[src/design/fdmm_div.sv]
module fdmm_div #(
   parameter int W = 64
) (
   input  logic         clock,
   input  logic         reset,
   input  logic         start,
   input  logic [W-1:0] num,
   input  logic [W-1:0] den,
   output logic         done,
   output logic [W-1:0] quo
);
   localparam int CW = $clog2(W + 1);

   logic          run_ff, run_in;
   logic          done_ff, done_in;
   logic [CW-1:0] cnt_ff, cnt_in;
   logic [W-1:0]  rem_ff, rem_in;
   logic [W-1:0]  quo_ff, quo_in;
   logic [W-1:0]  den_ff, den_in;
   logic [W:0]    shifted;
   logic          fits;

   // one quotient bit per cycle, restoring; hold the divisor taken at start
   assign shifted = {rem_ff, quo_ff[W-1]};
   assign fits    = shifted >= {1'b0, den_ff};

   always_comb begin
      run_in  = run_ff;
      done_in = 1'b0;
      cnt_in  = cnt_ff;
      rem_in  = rem_ff;
      quo_in  = quo_ff;
      den_in  = den_ff;
      if (start) begin
         run_in = 1'b1;
         cnt_in = CW'(W);
         rem_in = '0;
         quo_in = num;
         den_in = den;
      end else if (run_ff) begin
         rem_in = fits ? W'(shifted - {1'b0, den_ff}) : shifted[W-1:0];
         quo_in = {quo_ff[W-2:0], fits};
         cnt_in = cnt_ff - CW'(1);
         if (cnt_ff == CW'(1)) begin
            run_in  = 1'b0;
            done_in = 1'b1;
         end
      end
   end

   always_ff @(posedge clock) begin
      if (reset) begin
         run_ff  <= 1'b0;
         done_ff <= 1'b0;
      end else begin
         run_ff  <= run_in;
         done_ff <= done_in;
      end
   end

   always_ff @(posedge clock) begin
      cnt_ff <= cnt_in;
      rem_ff <= rem_in;
      quo_ff <= quo_in;
      den_ff <= den_in;
   end

   assign done = done_ff;
   assign quo  = quo_ff;
endmodule

[config.mk]
export PLATFORM = sky130hd
export DESIGN_NAME = fdmm_div
export DESIGN_NICKNAME = d
export VERILOG_FILES = /design/src/design/fdmm_div.sv
export SDC_FILE = /design/constraint.sdc
export NUM_CORES = 1
export LEC_CHECK = 0
export ABC_AREA = 1
export BUFFER_PORTS_ARGS = -buffer_cell sky130_fd_sc_hd__buf_2
export CAP_MARGIN = 10
export CORE_UTILIZATION = 30
export DETAILED_ROUTE_END_ITERATION = 10
export GPL_ROUTABILITY_DRIVEN = 0
export PLACE_DENSITY = 0.45
export SETUP_SLACK_MARGIN = 0.15
export SYNTH_ARGS = -nofsm -noshare
export SYNTH_HDL_FRONTEND = slang
export SYNTH_SLANG_ARGS = --single-unit
[constraint.sdc]
create_clock -name clock -period 5.2 [get_ports clock]
set_input_delay 0.52 -clock clock [delete_from_list [all_inputs] [get_ports clock]]
set_output_delay 0.52 -clock clock [all_outputs]
set_load 0.02 [all_outputs]
==> impl_metrics.ini <==
[clocking]
htree_levels = 1
cts.sinks = 201
insertion_delay_ns = 0.58
cts_root_buffer = clkbuf_16
clockBufferDepth = 3
cts_setup_buffers = 0
path_clk_slew_ns = 0.06
cts-buffers-inserted = 26
tritoncts = built
ctsHoldBuffers = 0
ctsResizeCount = 0

[global_routing]
antenna_found_initial = 5
grt_util_all_layers_pct = 19.56
overflow = 0
grt_max_degree = 67
grt_pass1_wl_um = 76020
grt_pass1_vias = 13770

[synth]
syn_area_um2 = 14430
syn-instance-count = 2188
avgSynthCellArea_um2 = 6.593
post_synth_num_cell_types = 40
ys_seq_area_share_pct = 36.77
ys_seq_elements = 201
synthesis.nets = 2386
ys.flop_type = edfxtp_1
synth_edf_count = 128
async_flop_share_pct = 0
synth-warning-count = 0

[critical_path]
cp_max_fo = 66
cpMostUsedCell = nand2_1
worst_setup_path_start_kind = flip-flop
slowest_delay_ns = 0.67
path_cells = inv_1 -> ha_1 -> nand2_1 -> nand2_1 -> inv_1 -> nand2_1 -> inv_2 -> nand3_2 -> nand2_1 -> nand2_2 -> nand2_2 -> nand2_2 -> nand2_4 -> nand2_4 -> nand2_1 -> nand3_1 -> nand2_1
cp-end-kind = flip-flop
slowest_stage = nand2_4
critical_path_arrival_ns = 4.02
critPathKind = flip-flop to flip-flop
critical_path_required_ns = 5.70

[layout]
fin_cells = 2998
syn_to_final_growth_pct = 15.92
drive_above_1_share_pct = 12.85
finalNetCount = 2568
final_cell_mix = nand2_1, inv_1, buf_2
layout_commonest_cell = nand2_1

[timing]
rsz0062_at_grt = no
min_period_ns = 3.520
worstMarginPinSlew_ns = 0.9208
hold_ws_ns = 0.1151
fin_setup_tns_ns = 0
min_period_over_period_pct = 67.69
finalMaxSlewViolations = 0
timing.fmax_mhz = 284.1
max_slew_margin_pct = 38.61
hold_viol_final = 0
finalSetupViolCount = 0
skew_ns = 0.02581

[floorplan]
die_area_um2 = 48970
fp.dieW_um = 221.3
ios = 196
initial_utilization_pct = 30.73
die_h_um = 221.3
rows = 79
core-area_um2 = 46950

[power_and_ir_drop]
seqPwrFrac_pct = 45.4
p_leak_nw = 9.139
powerDensity_nw_per_um2 = 246.0
p_int_w = 0.002961
ir_drop_uv = 222.8
p_total_w = 0.004113
swShare_pct = 28.01
power.switching_w = 0.001152
pwr-share-clk_pct = 41.0
comb_power_share_pct = 13.6

[placed_design]
dp_hpwl_um = 37280
io_buffers = 195
dp_cells = 2949

[hold_path]
hold_class = primary input to flip-flop

[route]
finalWirelength_um = 47630
wl_per_cell_um = 15.89
top_layer = met5
first_pass_iters = 5
first_iter_violations = 796
wl_met2_um = 20400
drcViolationCount = 0
vias = 13630
routed_via_density = 4.547
ant_nets = 0
drt-met1-wl_um = 22280
wl_met3_um = 3251

[status]
status = finished clean

[flow_run]
max-cap-violations = 0
[state kept, by name, indices dropped and copies added (netlist names)]
signal and cells:
rem_ff 64, cnt_ff 7, den_ff 64, run_ff 1, quo 64, done 1
[cells in the mapped netlist (5+ instances only)]
cell        n  area share [%]
nand2_1   893              23
inv_1     444              12
nand3_1   141             4.9
edfxtp_1  128              27
nor2_1    106             2.8
dfxtp_1    73              10
ha_1       66             5.7
a21oi_1    53             1.8
nand3b_1   35             1.8
xnor2_1    29             1.8
o21ai_0    26            0.90
clkbuf_1   22            0.57
nand2_2    20            0.87
nand4_1    19            0.82
nor2_2     18            0.78
o21ai_1    18            0.62
nor3_1     13            0.45
buf_6      12            0.94
inv_2      10            0.26
nand3_2     9            0.62
o21bai_1    9            0.47
buf_2       7            0.24
nor2_4      5            0.39
[final timing paths]
path | slack, ns | start | end | cells after the start
max | 1.68 | den_ff[8] | rem_ff[35] | 17
min | 0.12 | den[44] | den_ff[44] | 1
max reg2reg | 1.68 | den_ff[8] | rem_ff[35] | 17
min reg2reg | 0.46 | cnt_ff[6] | cnt_ff[6] | 2
[worst max-delay path, delay by kind of cell (launching register included)]
family | cells | cell delay (ns)
buf+inv | 3 | 0.17
simple gates | 13 | 2.55
flops | 1 | 0.32
fa+ha+maj | 1 | 0.35
[power groups by stage]
stage / logic (W) / registers, W / clock network, W
finish: 0.000561 / 0.00187 / 0.00169
detailed placement: 0.000569 / 0.00190 / 0
CTS: 0.000571 / 0.00187 / 0.00175
floorplan: 0.000288 / 0.00196 / 0
global placement: 0.000569 / 0.00190 / 0
global route: 0.000628 / 0.00188 / 0.00182
[logic make-up after synthesis]
| group | count (synthesis) | synth area share, % |
|---|---|---|
| compound gates | 114 | 4.328 |
| fa+ha+maj | 67 | 5.863 |
| flops | 201 | 36.77 |
| simple gates | 1270 | 37.19 |
| xor+xnor | 32 | 1.943 |
| buf+inv | 504 | 13.90 |
[metrics by stage]
stage / utilization [%] / worst slack, ns / area (um2)
6_report: 35.62 / 1.680 / 16720
5_1_grt: 35.61 / 1.293 / 16720
4_1_cts: 35.61 / 1.660 / 16720
3_5_place_dp: 33.95 / 1.672 / 15940
3_3_place_gp: 33.95 / 1.706 / 15940
2_1_floorplan: - / 1.629 / 14430
[final cells by class]
type / count / area (um2)
antenna: 1 / 2.502
timing repair buffer: 203 / 1039
inverter: 455 / 1709
tap: 607 / 759.5
sequential: 201 / 5305
multi-input combinational: 1483 / 7126
clock buffer: 41 / 726.9
fill: 5214 / 30230
clock inverter: 7 / 56.30
[per-layer routing]
metal	vias to the layer above	GRT usage (%)
met3	93	4.395
met5	-	0
li1	7036	-
met1	6118	26.02
met2	378	31.18
met4	8	6.452
Power figures use the tool's default switching activity.
